$ cat src/sv/dsw_pkg.sv
`default_nettype none

package dsw_pkg;

    // display geometry and number format
    localparam int DIGITS   = 8;
    localparam int VALUE_W  = 32;
    localparam int CELLS    = 10;   // decimal digits a 32-bit value can need
    localparam int BCD_W    = 4;
    localparam int ADDR_W   = 4;
    localparam int SEG_W    = 8;
    localparam int BITCNT_W = $clog2(VALUE_W);
    localparam int IN_TDATA_W  = 32;
    localparam int OUT_TDATA_W = 16;

    localparam logic [SEG_W-1:0] SEG_DOT   = 8'h80;
    localparam logic [SEG_W-1:0] SEG_BLANK = 8'h00;

    typedef enum logic [1:0] {
        ST_IDLE,
        ST_CONVERT,
        ST_WRITE
    } t_state;

    // control shared by every cell of the digit chain
    typedef struct packed {
        logic clear;
        logic shift;
        logic drain;
    } t_cell_ctl;

    function automatic logic [SEG_W-1:0] seg_of(input logic [BCD_W-1:0] digit);
        logic [SEG_W-1:0] seg;
        unique case (digit)
            4'd0:    seg = 8'h7E;
            4'd1:    seg = 8'h30;
            4'd2:    seg = 8'h6D;
            4'd3:    seg = 8'h79;
            4'd4:    seg = 8'h33;
            4'd5:    seg = 8'h5B;
            4'd6:    seg = 8'h5F;
            4'd7:    seg = 8'h70;
            4'd8:    seg = 8'h7F;
            4'd9:    seg = 8'h7B;
            default: seg = SEG_BLANK;
        endcase
        return seg;
    endfunction

endpackage

`default_nettype wire

$ cat src/sv/decimal_seven_segment_writer.sv
// decimal seven-segment writer
// input channel (s_axis): one transaction carries a 32-bit unsigned number in
// tdata and the dot-mode flag in tuser
// output channel (m_axis): each number produces exactly eight register writes,
// addresses 8 down to 1, tdata = {segment byte, address}, tlast on address 1
// address 8 holds the least significant digit; positions above the highest
// nonzero digit are blank (0x00), zero shows a single '0', and only the low
// eight decimal digits are kept
// the number is converted by a row of ten bcd digit cells, one value bit
// shifted in per cycle, then the cells shift down one digit per
// write so the lowest cell always holds the digit being written
// sequence: accept, convert every value bit, then the first write is registered
// the input is ready only while no conversion or write sequence is running;
// the final write may still sit in the output register while the next number
// is accepted
// a stall on m_axis freezes the write sequence; nothing is dropped
// reset (synchronous, active low) empties the output register and returns to idle
// the input is not ready while reset is held
`default_nettype none

module decimal_seven_segment_writer (
    input  wire logic                                 i_clk,
    input  wire logic                                 i_rst_n,
    input  wire logic                                 s_axis_tvalid,
    output logic                                      s_axis_tready,
    input  wire logic [dsw_pkg::IN_TDATA_W-1:0]       s_axis_tdata,  // [31:0] value
    input  wire logic                                 s_axis_tuser,  // [0] func
    output logic                                      m_axis_tvalid,
    input  wire logic                                 m_axis_tready,
    output logic [dsw_pkg::OUT_TDATA_W-1:0]           m_axis_tdata,  // [3:0] reg_addr,
                                                                     // [11:4] seg_byte
    output logic                                      m_axis_tlast   // last_write
);

    localparam int CELLS = dsw_pkg::CELLS;
    localparam int BCD_W = dsw_pkg::BCD_W;

    dsw_pkg::t_state r_state, n_state;

    logic [dsw_pkg::VALUE_W-1:0]  r_bin, n_bin;       // bits still to shift in
    logic [dsw_pkg::BITCNT_W-1:0] r_bitcnt, n_bitcnt;
    logic                         r_dot, n_dot;
    logic [dsw_pkg::ADDR_W-1:0]   r_pos, n_pos;       // address of next write
    logic                         r_first, n_first;   // next write is the lowest digit

    // output register
    logic                         r_out_valid, n_out_valid;
    logic [dsw_pkg::ADDR_W-1:0]   r_out_addr, n_out_addr;
    logic [dsw_pkg::SEG_W-1:0]    r_out_seg, n_out_seg;
    logic                         r_out_last, n_out_last;

    dsw_pkg::t_cell_ctl           cell_ctl;
    logic [CELLS:0]               chain_bit;
    logic [BCD_W-1:0]             chain_digit [CELLS+1];
    logic [CELLS*BCD_W-1:0]       all_digits;

    logic in_accept;
    logic out_free;
    logic show;

    assign in_accept = s_axis_tvalid && s_axis_tready;
    assign out_free  = !r_out_valid || m_axis_tready;

    // digit chain: bits ripple upward while converting, digits move down while writing
    assign chain_bit[0]       = r_bin[dsw_pkg::VALUE_W-1];
    assign chain_digit[CELLS] = '0;

    for (genvar g = 0; g < CELLS; g++) begin : g_cell
        dsw_cell u_cell (
            .i_clk   (i_clk),
            .i_ctl   (cell_ctl),
            .i_bit   (chain_bit[g]),
            .i_upper (chain_digit[g+1]),
            .o_bit   (chain_bit[g+1]),
            .o_digit (chain_digit[g])
        );
        assign all_digits[g*BCD_W +: BCD_W] = chain_digit[g];
    end

    // a position is shown when it is the lowest one or any digit at or above it is nonzero
    assign show = r_first || (|all_digits);

    always_comb begin
        n_state     = r_state;
        n_bin       = r_bin;
        n_bitcnt    = r_bitcnt;
        n_dot       = r_dot;
        n_pos       = r_pos;
        n_first     = r_first;
        n_out_valid = r_out_valid;
        n_out_addr  = r_out_addr;
        n_out_seg   = r_out_seg;
        n_out_last  = r_out_last;
        cell_ctl    = '0;
        s_axis_tready = 1'b0;

        if (r_out_valid && m_axis_tready) begin
            n_out_valid = 1'b0;
        end

        unique case (r_state)
            dsw_pkg::ST_IDLE: begin
                s_axis_tready = i_rst_n;
                if (in_accept) begin
                    n_bin          = s_axis_tdata;
                    n_dot          = s_axis_tuser;
                    n_bitcnt       = '0;
                    cell_ctl.clear = 1'b1;
                    n_state        = dsw_pkg::ST_CONVERT;
                end
            end
            dsw_pkg::ST_CONVERT: begin
                cell_ctl.shift = 1'b1;
                n_bin          = {r_bin[dsw_pkg::VALUE_W-2:0], 1'b0};
                n_bitcnt       = r_bitcnt + 1'b1;
                if (r_bitcnt == dsw_pkg::BITCNT_W'(dsw_pkg::VALUE_W - 1)) begin
                    n_pos   = dsw_pkg::ADDR_W'(dsw_pkg::DIGITS);
                    n_first = 1'b1;
                    n_state = dsw_pkg::ST_WRITE;
                end
            end
            dsw_pkg::ST_WRITE: begin
                if (out_free) begin
                    n_out_valid    = 1'b1;
                    n_out_addr     = r_pos;
                    n_out_seg      = show ? (dsw_pkg::seg_of(chain_digit[0])
                                             | (r_dot ? dsw_pkg::SEG_DOT : dsw_pkg::SEG_BLANK))
                                          : dsw_pkg::SEG_BLANK;
                    n_out_last     = (r_pos == dsw_pkg::ADDR_W'(1));
                    cell_ctl.drain = 1'b1;
                    n_first        = 1'b0;
                    n_pos          = r_pos - 1'b1;
                    if (r_pos == dsw_pkg::ADDR_W'(1)) begin
                        n_state = dsw_pkg::ST_IDLE;
                    end
                end
            end
            default: begin
                n_state = dsw_pkg::ST_IDLE;
            end
        endcase
    end

    always_ff @(posedge i_clk) begin
        if (!i_rst_n) begin
            r_state     <= dsw_pkg::ST_IDLE;
            r_out_valid <= 1'b0;
        end else begin
            r_state     <= n_state;
            r_out_valid <= n_out_valid;
        end
    end

    // payload registers
    always_ff @(posedge i_clk) begin
        r_bin      <= n_bin;
        r_bitcnt   <= n_bitcnt;
        r_dot      <= n_dot;
        r_pos      <= n_pos;
        r_first    <= n_first;
        r_out_addr <= n_out_addr;
        r_out_seg  <= n_out_seg;
        r_out_last <= n_out_last;
    end

    assign m_axis_tvalid = r_out_valid;
    assign m_axis_tdata  = {{(dsw_pkg::OUT_TDATA_W - dsw_pkg::SEG_W - dsw_pkg::ADDR_W){1'b0}},
                            r_out_seg, r_out_addr};
    assign m_axis_tlast  = r_out_last;

`ifndef SYNTH
    // an accepted number always starts a conversion
    a_accept_converts: assert property (@(posedge i_clk) disable iff (!i_rst_n)
        in_accept |=> r_state == dsw_pkg::ST_CONVERT)
        else $error("accepted number did not start conversion");

    // the final write of a number is always address 1
    a_last_addr: assert property (@(posedge i_clk) disable iff (!i_rst_n)
        m_axis_tvalid && m_axis_tlast |-> m_axis_tdata[3:0] == 4'd1)
        else $error("last write not at address 1");

    // the digit being written is always a valid decimal digit
    a_bcd_digit: assert property (@(posedge i_clk) disable iff (!i_rst_n)
        r_state == dsw_pkg::ST_WRITE |-> chain_digit[0] <= 4'd9)
        else $error("digit chain holds a non-decimal digit");
`endif

endmodule

`default_nettype wire

$ cat src/sv/dsw_cell.sv
`default_nettype none

// one decimal digit of the shift-and-add-3 chain
module dsw_cell (
    input  wire logic                       i_clk,
    input  wire dsw_pkg::t_cell_ctl         i_ctl,
    input  wire logic                       i_bit,
    input  wire logic [dsw_pkg::BCD_W-1:0]  i_upper,
    output logic                            o_bit,
    output logic [dsw_pkg::BCD_W-1:0]       o_digit
);

    logic [dsw_pkg::BCD_W-1:0] r_digit;
    logic [dsw_pkg::BCD_W-1:0] n_digit;
    logic [dsw_pkg::BCD_W-1:0] adj;

    always_comb begin
        adj = (r_digit >= 4'd5) ? r_digit + 4'd3 : r_digit;
        priority if (i_ctl.clear) begin
            n_digit = '0;
        end else if (i_ctl.shift) begin
            n_digit = {adj[dsw_pkg::BCD_W-2:0], i_bit};
        end else if (i_ctl.drain) begin
            n_digit = i_upper;
        end else begin
            n_digit = r_digit;
        end
    end

    always_ff @(posedge i_clk) begin
        r_digit <= n_digit;
    end

    assign o_bit   = adj[dsw_pkg::BCD_W-1];
    assign o_digit = r_digit;

endmodule

`default_nettype wire

$ cat config.mk
export PLATFORM = sky130hd
export DESIGN_NAME = decimal_seven_segment_writer
export DESIGN_NICKNAME = d
export VERILOG_FILES = /design/src/sv/dsw_pkg.sv /design/src/sv/decimal_seven_segment_writer.sv /design/src/sv/dsw_cell.sv
export SDC_FILE = /design/constraint.sdc
export NUM_CORES = 1
export LEC_CHECK = 0
export BUFFER_PORTS_ARGS = -buffer_cell sky130_fd_sc_hd__buf_2
export CELL_PAD_IN_SITES_DETAIL_PLACEMENT = 1
export CELL_PAD_IN_SITES_GLOBAL_PLACEMENT = 2
export CORE_ASPECT_RATIO = 0.75
export CORE_MARGIN = 2
export CORE_UTILIZATION = 39
export CTS_BUF_LIST = sky130_fd_sc_hd__clkbuf_8
export CTS_CLUSTER_DIAMETER = 100
export DETAILED_ROUTE_END_ITERATION = 10
export PLACE_DENSITY_LB_ADDON = 0.2
export SLEW_MARGIN = 15
export SYNTH_ARGS = -nofsm -noshare
export SYNTH_HDL_FRONTEND = slang
export SYNTH_SLANG_ARGS = --single-unit
$ cat constraint.sdc
create_clock -name i_clk -period 3.2 [get_ports i_clk]
set_input_delay 0.16 -clock i_clk [delete_from_list [all_inputs] [get_ports i_clk]]
set_output_delay 0.16 -clock i_clk [all_outputs]
set_load 0.1 [all_outputs]
; ---- Word level (Yosys, flattened, before mapping)
; Memory sizes are Yosys's and may differ from the RTL's. A register that Yosys moved wholly into a read port is not among the register bits.
; Index checks and enable logic that the tools add are counted.
[classes]
n_reduce_logical = 15
n_eq_ne = 8
add_sub_neg = 12
n_mux = 59
magnitude_cmp = 10
bitwise_logic = 1
[ops]
columns = operator, count
row1 = $mux W4, 33
row2 = $pmux W32 S2, 1
row3 = $ge A4 B3 Y1 const B, 10
row4 = $reduce_or A40 Y1, 1
row5 = $add A4 B2 Y4 const B, 9
row6 = $mux W32, 1
row7 = $mux W8, 3
row8 = $mux W1, 11
row9 = $pmux W5 S2, 1
row10 = $mux W2, 4
row11 = $ne A2 B2 Y1 const B, 4
row12 = $or A8 B8 Y8, 1
row13 = $pmux W4 S2, 1
row14 = $pmux W2 S3, 1
row15 = $reduce_and A2 Y1, 3
row16 = $reduce_bool A2 Y1, 3
row17 = $add A5 B1 Y5 const B, 1
row18 = $eq A5 B5 Y1 const B, 1
row19 = $mux W5, 1
row20 = $eq A4 B1 Y1 const B, 1
row21 = $reduce_and A4 Y1, 1
row22 = $sub A4 B1 Y4 const B, 1
row23 = $add A3 B2 Y3 const B, 1
row24 = $mux W3, 1
row25 = other kinds (8), 10
[word_totals]
out_inout_bits = 19
rom_bits = 112
inputBits = 37
wordCells = 126
n_memories = 1
regBits = 99
[mem_list]
columns = memory, words, word_bits, read_ports, rd_clocked_by_memory_dff, write_ports, line_no
row1 = (no name shown), 16, 7, 1, 1, 0, dsw_pkg.sv:34  ; unique case (digit)

; ---- Depth between registers and ports, before layout
; Gate-level depths: netlist of the first run.
[logic_depth]
depth_word = 8
ltp_mapped = 10
mapped_depth_nobuf = 10

; ---- Cells and area by module
; From an unflattened synthesis of the first run, not the netlist that was laid out.
[hier_totals]
cells_unflattened = 602
area_unflattened_um2 = 5525.3
[by_module_without_submodules]
columns = mod, seq_area_each_um2, area_per_inst_um2, cells_each, instances
row1 = dsw_cell, 80.1, 280.3, 35, 10
row2 = decimal_seven_segment_writer, 1741.7, 2722.6, 252, 1

; ---- Worst setup path before layout of the first run
; OpenSTA, ideal clock, no wires.
[synth_path]
kind = register to register
start = reg r_state[0]
end = reg r_bin[0] (netlist bit), enable pin
stages_incl_launch_ff = 5
t_arrival_ns = 2.344
period_less_slack_ns = 2.738
path_buffers = 1
slack_ns = 0.462
t_required_ns = 2.805
setup_time_ns = 0.395
path_cell_list = dfxtp_1 -> buf_6 -> nor3b_4 -> nand2_4 -> nand2_1
[synth_between]
elab_chain_len = 5
elab_cells_between_ends = 7
classes_between = eq/ne: 2 / mux: 1 / reduce/logical: 4
[synth_rtl]
columns = element, line_no
row1 = start: declaration, decimal_seven_segment_writer.sv:38  ; dsw_pkg::t_state r_state, n_state;
row2 = start signal: assignment, decimal_seven_segment_writer.sv:146  ; r_state <= dsw_pkg::ST_IDLE;
row3 = start signal: assignment, decimal_seven_segment_writer.sv:149  ; r_state <= n_state;
row4 = $logic_not A2 Y1, decimal_seven_segment_writer.sv:101  ; unique case (r_state)
row5 = $mux W1, decimal_seven_segment_writer.sv:101
row6 = via s_axis_tready, decimal_seven_segment_writer.sv:25  ; output logic s_axis_tready,
row7 = $logic_and A1 B1 Y1, decimal_seven_segment_writer.sv:61  ; assign in_accept = s_axis_tvalid && s_axis_tready;
row8 = $ne A2 B2 Y1 (no line), --
row9 = $reduce_and A2 Y1 (no line), --
row10 = end signal: assignment, decimal_seven_segment_writer.sv:156  ; r_bin <= n_bin;
row11 = end: declaration, decimal_seven_segment_writer.sv:40  ; logic [dsw_pkg::VALUE_W-1:0] r_bin, n_bin;
; The timed path passes the listed nets, and every way through them passes these cells.
; A chain may end at the register's enable or synchronous reset.

==> metrics.md, run 1 <==
| Metric | Value |
|---|---|
| Status | `completed` |
| Detailed Place HPWL | `9232 um` |
| Avg Cell Area, Syn | `9.679 um^2` |
| Root buffer cell | `clkbuf_8` |
| CP Capture Type | `flop` |
| Initial antenna violation count | `0` |
| Initial Utilization | `39.43%` |
| PD cells | `just over 700 nW/um^2` |
| WS Path Type | `reg -> reg` |
| RD Place Congestion | `0.7812` |
| Clock transition at path regs | `110 ps` |
| Top FF cell, synth | `edfxtp_1` |
| Core ar. | `14,310 um^2` |
| Die Ht | `108.2 um` |
| Worst-case clock buffer depth | `2` |
| Period utilization | `between 70% and 80%` |
| Cell Area, Synth | `5643 um^2` |
| Max-cap violations | `0` |
| Average wire per standard cell | `16.39 um` |
| Largest cells by area after synthesis | `edfxtp_1 30%, dfxtp_1 18%, ha_1 8.9%, nand2_1 7.3%, a211oi_1 4.9%` |
| CP max stage cell | `or3_4` |
| CTS tree | `done` |
| Arrival time at the worst endpoint | `2840 ps` |
| Post-synth EDFFs | `56` |
| CP Launch Type | `flop` |
| H-tree depth | `3` |
| RSZ-0062 raised after global routing | `false` |
| Clock power frac | `22.7%` |
| Peak VDD IR | `between 0.0003 and 0.0004 V` |
| Combinational group share of total power | `about 32%` |
| Tot Pwr | `0.004435 W` |
| FMAX | `400.4 MHz` |
| Final setup TNS | `0 ps` |
| Top cell type by total area after synthesis | `edfxtp_1` |
| Clock sink count | `106` |
| First drt pass iteration count | `4` |
| Sequential power share | `45.4%` |
| Worst hold-check path type | `in -> reg` |
| Number of synthesized register bits | `106` |
| Worst-Skew Late Latency | `about 400 ps` |
| Slew HR | `53.01%` |
| Layout area overhead | `11.69%` |
| Final Util | `between 40% and 50%` |
| Number of buffers created by CTS | `9` |
| Final #Nets | `702` |
| Most frequent cells in the layout | `109 x nand2_1, 56 x edfxtp_1, 51 x buf_2, 50 x dfxtp_1, 41 x nor2_1` |
| Setup Viol. Count Final | `0` |
| Top cell type's share of synthesized area | `29.80%` |
| Global route overflow | `0` |
| Area of the die | `15,460 um^2` |
| Async SR Flop Fraction | `0%` |
| Remaining routing DRC violations | `0` |
| Post-CTS setup buffers | `0` |
| Top Ports | `56` |
| Placement Rows | `38` |
| Yosys warning count | `0` |
| GRT Overall Usage | `~19%` |
| Fin area | `6302 um^2` |
| Placement Cell Area | `6051 um^2` |
| First-pass GRT wire length | `~22,000 um` |
| CP peak stage delay | `400 ps` |
| Post-CTS Hold Buffers | `1` |
| Pint | `0.002839 W` |
| Measured slew at the worst slew-check pin | `between 700 and 800 ps` |
| Ant. Diodes | `0` |
| Worst-path fanout max | `8` |
| Beginning of the worst register-to-register path | `g_cell[0].u_cell.o_digit[1]$_SDFFE_PP0N_` |
| Critical Path RT | `3540 ps` |
| Internal reg-to-reg setup slack | `700 ps` |
| Clock skew | `11.95 ps` |
| Most common cell after layout, fill and taps aside | `nand2_1` |
| Post-Route WL | `13,610 um` |
| Layout cells sized above 1 | `15.87%` |
| Largest net degree at the start of global routing | `62` |
| Crit-path cells | `inv_1 -> ha_1 -> nand2b_1 -> a21o_1 -> xnor2_1 -> o21ai_2 -> inv_1 -> ha_1 -> or3_4 -> o21ai_2` |
| Fin. max-slew vios | `0` |
| NetSw | `0.001595 W` |
| Register area share after synthesis | `a little under half` |
| Leak | `2.553 nW` |
| Hold path start | `s_axis_tdata[16]` |
| Mapped Cells | `583` |
| Unique masters post-synth | `between 50 and 60` |
| Vias post-DR | `between 4,000 and 5,000` |
| FF-to-FF path depth | `10` |
| Detail Route Antenna Nets | `0` |
| Drt via density | `5.167` |
| # resized after CTS | `0` |
| IO Port Bufs | `about 50` |
| Hold endpoint | `r_bin[16]$_DFFE_PP_` |
| Minimum clock period after layout | `2498 ps` |
| Min-Delay Path Depth | `3` |
| Vias in the first global route | `4,290` |
| Switching share of power | `35.97%` |
| Starting DRT DRC Count | `183` |
| Die Width | `142.9 um` |
| Hold Vio Cnt, Final | `0` |
-- worst max-delay path by stage --
stage | start | end | slack (ps) | cells past startpoint
finish | g_cell[0].u_cell.o_digit[1]$_SDFFE_PP0N_ | flop | 700 | 10
global route | r_state[1]$_SDFFE_PN0P_ | flop | 450 | 9
CTS | g_cell[0].u_cell.o_digit[1]$_SDFFE_PP0N_ | flop | 680 | 10
detailed placement | r_state[1]$_SDFFE_PN0P_ | flop | 710 | 9
global placement | r_state[0]$_SDFFE_PN0P_ | flop | 830 | 8
floorplan | r_state[0]$_SDFFE_PN0P_ | r_bin[0]$_SDFFCE_PN0P_ | 460 | 4
-- area by class of cell --
type	count	area, um^2
timing repair buffer	60	325.3
clock inverter	7	117.6
multi-input combinational	416	2675
fill	1660	8009
sequential	106	2683
clock buffer	9	123.9
tap	200	250.2
inverter	32	127.6
-- power by group through the flow --
stage	Sequential, W	Combinational (W)	Clock (W)
6_report	0.00201	0.00142	0.00101
3_5_place_dp	0.00204	0.00141	0
2_1_floorplan	0.00191	0.00113	0
3_3_place_gp	0.00203	0.00136	0
4_1_cts	0.00201	0.00143	0.00104
5_1_grt	0.00206	0.00159	0.00108
-- critical path, delay by kind of cell (launching register included) --
kind / cells / cell delay [ps]
AOI/OAI and AO/OA: 3 / 660
and+or+nand+nor: 2 / 560
adders and majority gates: 2 / 420
DFF: 1 / 370
buffers and inverters: 2 / 290
xor gates and xnor gates: 1 / 150
-- stage by stage --
| stage | instances | setup slack (ps) | hold WS (ps) |
|---|---|---|---|
| 2_1_floorplan | 586 | 461.6 | 258.9 |
| 3_3_place_gp | 813 | 828.7 | 350.0 |
| 3_5_place_dp | 813 | 705.1 | 354.4 |
| 4_1_cts | 830 | 676.2 | 5.358 |
| 5_1_grt | 830 | 445.7 | 23.46 |
| 6_report | 830 | 702.4 | 32.90 |
-- sequential cells by signal, indices dropped and copies added (netlist names), 2 cells and up, named ones only --
name and count:
r_out_seg 8, r_bitcnt 5, r_out_addr 4, r_state 2
r_bin 32, g_cell.u_cell.o_digit 40, r_pos 4
-- synthesized netlist by cell type (2+ instances only) --
cell      number
inv_1         29
nor2_1        41
xnor2_1       15
nor2b_1       10
nand4_1        2
dfxtp_1       50
nand2_4        2
buf_2         11
ha_1          40
clkbuf_1       9
a31oi_1        3
buf_1          4
buf_6          2
nand4b_1       2
nand2_1      109
a21oi_1       37
clkinv_2       2
a211oi_1      37
edfxtp_1      56
a32oi_1        8
nor4_1         4
nor3_1        10
a22o_1         2
a211oi_2       3
and2_1         3
nand3_1        5
nor3b_1        9
nand2b_1      13
o221ai_1       4
o21ai_2        3
o21ai_0       21
buf_4          5
mux2i_1        8
-- per-layer routing --
metal	vias to the layer above	global-route usage, %	part of all wire, %
met2	58	29.19	45
met1	2104	25.90	51
li1	2118	-	-
met4	0	4.809	0.95
met5	-	0	0
met3	9	3.986	3.4
-- logic make-up after synthesis --
logic type,synth area share [%]
xor+xnor,2.483
simple gates,18.87
compound gates,15.32
other cells,0.06646
fa+ha+maj,8.869
buf+inv,5.432
flops,47.54
mux,1.419
Note: power is estimated with default switching activity, not from simulation.
==> run 2: changes to the inputs <==
==> constraint.sdc (replaced) <==
create_clock -name i_clk -period 2.4 [get_ports i_clk]
set_input_delay 0.12 -clock i_clk [delete_from_list [all_inputs] [get_ports i_clk]]
set_output_delay 0.12 -clock i_clk [all_outputs]
set_load 0.1 [all_outputs]
==> run 2 against run 1 <==
Fmax up 16%; register-to-register slack got worse by 450 ps; worst setup slack worse by 450 ps; combinational power increased by 42%; via count increased by 3.7%; total power up 31%; final cell count increased by 4.8%; critical path type unchanged; count of clock-buffer cells in the layout rose by 1; hold slack better by 13 ps; critical path depth unchanged.
==> metrics.md, run 2 (same netlist as run 1, synthesis figures left out) <==
| Metric | Value |
|---|---|
| Status | `completed` |
| NetSw | `0.002156 W (+35%)` |
| Combinational group share of total power | `34.5% (+2.5 points)` |
| WS Path Type | `reg -> reg` |
| Number of buffers created by CTS | `9 (unchanged)` |
| Initial antenna violation count | `0 (unchanged)` |
| First drt pass iteration count | `4 (unchanged)` |
| CTS tree | `done` |
| Worst-path fanout max | `7 (-1)` |
| Register area | `2686 um^2 (+0.14%)` |
| Post-CTS setup buffers | `0 (unchanged)` |
| Final #Nets | `742 (+5.7%)` |
| Hold_ws | `46.40 ps (+13.50 ps)` |
| Leak | `2.715 nW (+6.4%)` |
| Clock sink count | `106 (unchanged)` |
| Critical Path RT | `2730 ps (-810 ps)` |
| Core ar. | `14,310 um^2 (unchanged)` |
| Hold Vio Cnt, Final | `0 (unchanged)` |
| Largest net degree at the start of global routing | `46 (-26%)` |
| Layout cells sized above 1 | `16.87% (+0.99 points)` |
| Clock skew | `11.88 ps (-0.07650 ps)` |
| Vias in the first global route | `4,464 (+4.1%)` |
| IO Port Bufs | `51 (unchanged)` |
| Arrival time at the worst endpoint | `2480 ps (-360 ps)` |
| Final Util | `46.54% (+2.5 points)` |
| Starting DRT DRC Count | `270 (+48%)` |
| Pint | `0.003664 W (+29%)` |
| Top Ports | `56 (unchanged)` |
| Average wire per standard cell | `16.86 um (+2.8%)` |
| Critical path's most frequent cell | `ha_1` |
| Crit-path cells | `inv_1 -> ha_1 -> nand2b_1 -> a21o_1 -> xnor2_1 -> o21ai_2 -> buf_4 -> ha_1 -> nand3b_1 -> o211ai_1` |
| Layout area overhead | `18.03%` |
| Minimum clock period after layout | `2145 ps (-352.6 ps)` |
| Most frequent cells in the layout | `108 x nand2_1, 56 x edfxtp_1, 51 x buf_2, 47 x dfxtp_1, 41 x nor2_1` |
| Detail Route Antenna Nets | `0 (unchanged)` |
| Switching share of power | `37.04% (+1.1 points)` |
| First-pass GRT wire length | `23,880 um (+7.8%)` |
| CP peak stage delay | `380 ps (-20 ps)` |
| WP buf/inv | `2 (unchanged)` |
| Sequential power share | `45.9% (+0.5 points)` |
| Remaining routing DRC violations | `0 (unchanged)` |
| Fin. max-slew vios | `0 (unchanged)` |
| CP Launch Type | `flop` |
| Clock transition at path regs | `100 ps (about the same)` |
| RD Place Congestion | `0.7813 (about the same)` |
| Tot Pwr | `0.005820 W (+31%)` |
| Drt via density | `5.110 (-1.1%)` |
| Root buffer cell | `clkbuf_8` |
| Worst-case clock buffer depth | `2 (unchanged)` |
| Placement Rows | `38 (unchanged)` |
| RSZ-0062 raised after global routing | `false` |
| GRT Overall Usage | `19.93% (+1.4 points)` |
| CP top delay family | `compound AO/OA/AOI/OAI gates` |
| Worst hold-check path type | `in -> reg` |
| Most common cell after layout, fill and taps aside | `nand2_1` |
| Filler Cell Count | `1,639 (-1.3%)` |
| Clock power frac | `19.6% (-3.1 points)` |
| Worst-Skew Late Latency | `400 ps (about the same)` |
| Detailed Place HPWL | `10,050 um (+8.8%)` |
| CP Capture Type | `flop` |
| Peak VDD IR | `0.0002882 V (-6.3%)` |
| Area of the die | `15,460 um^2 (unchanged)` |
| Post-Route WL | `14,670 um (+7.8%)` |
| Die Width | `142.9 um (unchanged)` |
| Largest register FFs | `40 (unchanged)` |
| Setup Viol. Count Final | `0 (unchanged)` |
| Max-cap violations | `0 (unchanged)` |
| Vias post-DR | `4,446 (+3.7%)` |
| PD cells | `873.9 nW/um^2 (+24%)` |
| FMAX | `466.2 MHz (+16%)` |
| Global route overflow | `0 (unchanged)` |
| Period utilization | `89.37% (+11 points)` |
| CP max stage cell | `dfxtp_1` |
| Initial Utilization | `39.43% (unchanged)` |
| Die Ht | `108.2 um (unchanged)` |
| Footprint of the multi-input gates | `2680 um^2 (+0.19%)` |
| Ant. Diodes | `0 (unchanged)` |
| H-tree depth | `3 (unchanged)` |
-- run 2: changes by cell type in the layout (fill, tap and decap cells not counted), moves of 2 or more --
cell / delta
dlygate4sd3_1: +32
dfxtp_1: -3
clkinvlp_4: -2
bufinv_16: -2
dfxtp_2: +3
buf_4: +7
-- run 2: area by class of cell --
cell class | count | share of cell area [%]
clock buffer | 10 | 2.067
sequential | 106 | 40.33
inverter | 32 | 1.973
multi-input combinational | 416 | 40.24
clock inverter | 6 | 0.8454
tap | 200 | 3.757
timing repair buffer | 100 | 10.78
-- run 2: per-stage QoR --
stage                     setup TNS [ps]  setup slack (ps)  cells  area, um^2
after floorplan                   -879.2            -156.2    586        5664
after global placement                 0             237.0    821        6133
after detailed placement               0             132.7    821        6133
after CTS                              0             128.1    870        6658
after global routing                   0             78.88    870        6660
final                                  0             255.1    870        6660
-- run 2: timing repair --
action                                  in CTS  in global routing
hold buffers                                33                  0
resized for setup                            0                  2
endpoints found under the setup margin       0                  4
endpoints found under the hold margin       35                  0
-- run 2: metal layers --
metal	global-route usage, %	routed length [um]	up-vias
met5	0	0	-
met4	5.941	198	0
met3	3.809	745	13
met2	30.63	6563	81
met1	28.54	7158	2154
li1	-	-	2198
-- run 2: final timing paths --
path / startpoint / endpoint / slack (ps) / depth (start not counted)
worst max-delay path: g_cell[0].u_cell.o_digit[1]$_SDFFE_PP0N_ / flop / 260 / 10
worst min-delay path: s_axis_tvalid / r_state[0]$_SDFFE_PN0P_ / 50 / 3
worst max register to register: g_cell[0].u_cell.o_digit[1]$_SDFFE_PP0N_ / flop / 260 / 10
worst min register to register: r_pos[1]$_SDFFCE_PN0P_ / r_out_addr[1]$_DFFE_PP_ / 490 / 0
-- run 2: worst min-delay path: cells and delay by family --
kind,cells,cell delay [ps]
and+or+nand+nor,1,90
AOI/OAI and AO/OA,1,70
buffers and inverters,1,130
-- run 2: power groups by stage --
stage	Combinational (W)	Clock (W)	Sequential [W]
2_1_floorplan	0.00151	0	0.00255
3_3_place_gp	0.00188	0	0.00269
3_5_place_dp	0.00197	0	0.00270
4_1_cts	0.00203	0.00119	0.00266
5_1_grt	0.00228	0.00124	0.00272
6_report	0.00201	0.00114	0.00267
==> run 3: changes to the inputs <==
--- a/config.mk
+++ b/config.mk
@@ -10,8 +10,8 @@
 export CELL_PAD_IN_SITES_GLOBAL_PLACEMENT = 2
 export CORE_ASPECT_RATIO = 0.75
 export CORE_MARGIN = 2
-export CORE_UTILIZATION = 39
-export CTS_BUF_LIST = sky130_fd_sc_hd__clkbuf_8
+export CORE_UTILIZATION = 38
+export CTS_BUF_LIST = sky130_fd_sc_hd__clkbuf_4 sky130_fd_sc_hd__clkbuf_8 sky130_fd_sc_hd__clkbuf_16
 export CTS_CLUSTER_DIAMETER = 100
 export DETAILED_ROUTE_END_ITERATION = 10
 export PLACE_DENSITY_LB_ADDON = 0.2
==> constraint.sdc (replaced) <==
create_clock -name i_clk -period 2.4 [get_ports i_clk]
set_input_delay 0.24 -clock i_clk [delete_from_list [all_inputs] [get_ports i_clk]]
set_output_delay 0.24 -clock i_clk [all_outputs]
set_load 0.1 [all_outputs]
==> run 3 against run 2 <==
Sequential power is essentially flat; die area grew 2.5%; combinational power shrank 3%; register-to-register slack worse by 60 ps; first-iteration DRC count shrank 1.5%; total power up 5.5%; non-clock buffer count is 33 lower; core utilization decreased by 2.2 points; hold slack improved by 34 ps; global-route usage is 0.77 points lower; critical path depth did not move; final area fell by 3.5%; largest cell class unchanged; largest power group unchanged.
==> metrics.md, run 3 (same netlist as run 1, synthesis figures left out) <==
| Metric | Value |
|---|---|
| Die Width | `144.7 um (+1.3%)` |
| Placement Rows | `38 (unchanged)` |
| RSZ-0062 raised after global routing | `false` |
| Vias in the first global route | `4,349 (-2.6%)` |
| Clock transition at path regs | `70 ps (-30 ps)` |
| Hold Vio Cnt, Final | `0 (unchanged)` |
| Worst-path fanout max | `5 (-2)` |
| Initial antenna violation count | `0 (unchanged)` |
| Average wire per standard cell | `17.08 um (+1.3%)` |
| Peak VDD IR | `0.0004366 V (+51%)` |
| Initial Utilization | `38.91% (-0.52 points)` |
| Internal reg-to-reg setup slack | `200 ps (-60 ps)` |
| Detailed Place HPWL | `10,160 um (+1.1%)` |
| GR peak layer | `met2` |
| H-tree depth | `3 (unchanged)` |
| WS Path Type | `reg -> reg` |
| GR Layer Usage met3 | `3.789% (-0.019 points)` |
| FMAX | `453.6 MHz (-2.7%)` |
| Starting DRT DRC Count | `266 (-1.5%)` |
| Remaining routing DRC violations | `0 (unchanged)` |
| Layout cells sized above 1 | `17.58% (+0.72 points)` |
| Setup Viol. Count Final | `0 (unchanged)` |
| Met1 usage | `27.93% (-0.61 points)` |
| Core ar. | `14,500 um^2 (+1.3%)` |
| Detail Route Antenna Nets | `0 (unchanged)` |
| Arrival time at the worst endpoint | `2500 ps (+20 ps)` |
| Fin. max-slew vios | `0 (unchanged)` |
| Largest register FFs | `40 (unchanged)` |
| Ant. Diodes | `0 (unchanged)` |
| Placement Cell Area | `6133 um^2 (unchanged)` |
| Worst hold-check path type | `in -> reg` |
| Post-CTS setup buffers | `0 (unchanged)` |
| CTS tree | `done` |
| Max-cap violations | `0 (unchanged)` |
| Largest net degree at the start of global routing | `44 (-4.3%)` |
| Clock skew | `7.827 ps (-4.050 ps)` |
| Clock sink count | `106 (unchanged)` |
| Post-Route WL | `14,290 um (-2.5%)` |
| Period utilization | `91.86% (+2.5 points)` |
| Post-CTS Hold Buffers | `0 (-100%)` |
| Tot Pwr | `0.006139 W (+5.5%)` |
| Beginning of the worst register-to-register path | `g_cell[0].u_cell.o_digit[1]$_SDFFE_PP0N_` |
| Top Ports | `56 (unchanged)` |
| GRT Overall Usage | `19.16% (-0.77 points)` |
| CP Launch Type | `flop` |
| Final #Nets | `709 (-4.4%)` |
| Leak | `2.628 nW (-3.2%)` |
| Root buffer cell | `clkbuf_16` |
| FF-to-FF path depth | `10 (unchanged)` |
| Minimum clock period after layout | `2205 ps (+59.70 ps)` |
| RD Place Congestion | `0.7929 (+1.5%)` |
| Layout area overhead | `13.88%` |
| Most common cell after layout, fill and taps aside | `nand2_1` |
| Fin area | `6426 um^2 (-3.5%)` |
| Number of buffers created by CTS | `9 (unchanged)` |
| Worst-Skew Late Latency | `350 ps (-50 ps)` |
| Die Ht | `109.5 um (+1.3%)` |
| Vias post-DR | `4,386 (-1.3%)` |
| First drt pass iteration count | `4 (unchanged)` |
| Worst-case clock buffer depth | `2 (unchanged)` |
| PD cells | `955.3 nW/um^2 (+9.3%)` |
| Area of the die | `15,850 um^2 (+2.5%)` |
| Global route overflow | `0 (unchanged)` |
| Met2 usage | `29.35% (-1.3 points)` |
| Drt via density | `5.240 (+2.5%)` |
| Critical Path RT | `2690 ps (-40 ps)` |
| # resized after CTS | `0 (unchanged)` |
| Status | `completed` |
| First-pass GRT wire length | `23,230 um (-2.7%)` |
| Most frequent cells in the layout | `108 x nand2_1, 56 x edfxtp_1, 51 x buf_2, 49 x dfxtp_1, 41 x nor2_1` |
| IO Port Bufs | `51 (unchanged)` |
| Filler Cell Count | `1,684 (+2.7%)` |
| CP Capture Type | `flop` |
| Crit path from | `g_cell[0].u_cell.o_digit[1]$_SDFFE_PP0N_` |
[run 3: area by class of cell]
type	instances	area [um^2]	area share, %
flip-flops and latches	106	2684	41.76
well taps	200	250.2	3.894
multi-input cells	416	2680	41.71
clock buffers	12	247.7	3.855
inverters	32	131.4	2.044
repair buffers	67	387.9	6.036
clock inverters	4	45.04	0.7009
[run 3: worst min path at each step]
stage,cells past startpoint,from,endpoint
4_1_cts,1,s_axis_tuser,r_dot$_DFFE_PP_
5_1_grt,1,s_axis_tuser,r_dot$_DFFE_PP_
6_report,1,s_axis_tuser,r_dot$_DFFE_PP_
2_1_floorplan,0,s_axis_tuser,r_dot$_DFFE_PP_
3_3_place_gp,1,s_axis_tuser,r_dot$_DFFE_PP_
3_5_place_dp,1,s_axis_tuser,r_dot$_DFFE_PP_
[run 3: through the flow]
step	std cells	hold WS, ps	TNS (ps)	util [%]	worst slack, ps
2_1_floorplan	586	338.9	-879.2	-	-156.2
3_3_place_gp	821	433.6	0	42.30	302.1
3_5_place_dp	821	433.0	0	42.30	237.7
4_1_cts	837	59.40	0	44.31	198.7
5_1_grt	837	55.67	0	44.31	50.74
6_report	837	79.93	0	44.31	195.4
[run 3: per-layer routing]
metal	vias up	wire, um
li1	2137	-
met1	2160	7217
met2	80	6345
met3	9	602
met4	0	127
met5	-	0
[run 3: report_power, final]
group	switching, W	internal (W)	leakage, nW
logic	0.00112	0.000829	1.53
clock network	0.000662	0.000840	0.151
registers	0.000391	0.00229	0.952
[run 3: critical path, cell delays in order (launching register included)]
cell and delay (ps):
dfxtp_1 360, inv_1 120, ha_1 190, nand2b_1 150, a21o_1 240, xnor2_1 150, o21ai_2 240, inv_2 100
ha_2 200, or3_4 340, o21ai_2 60
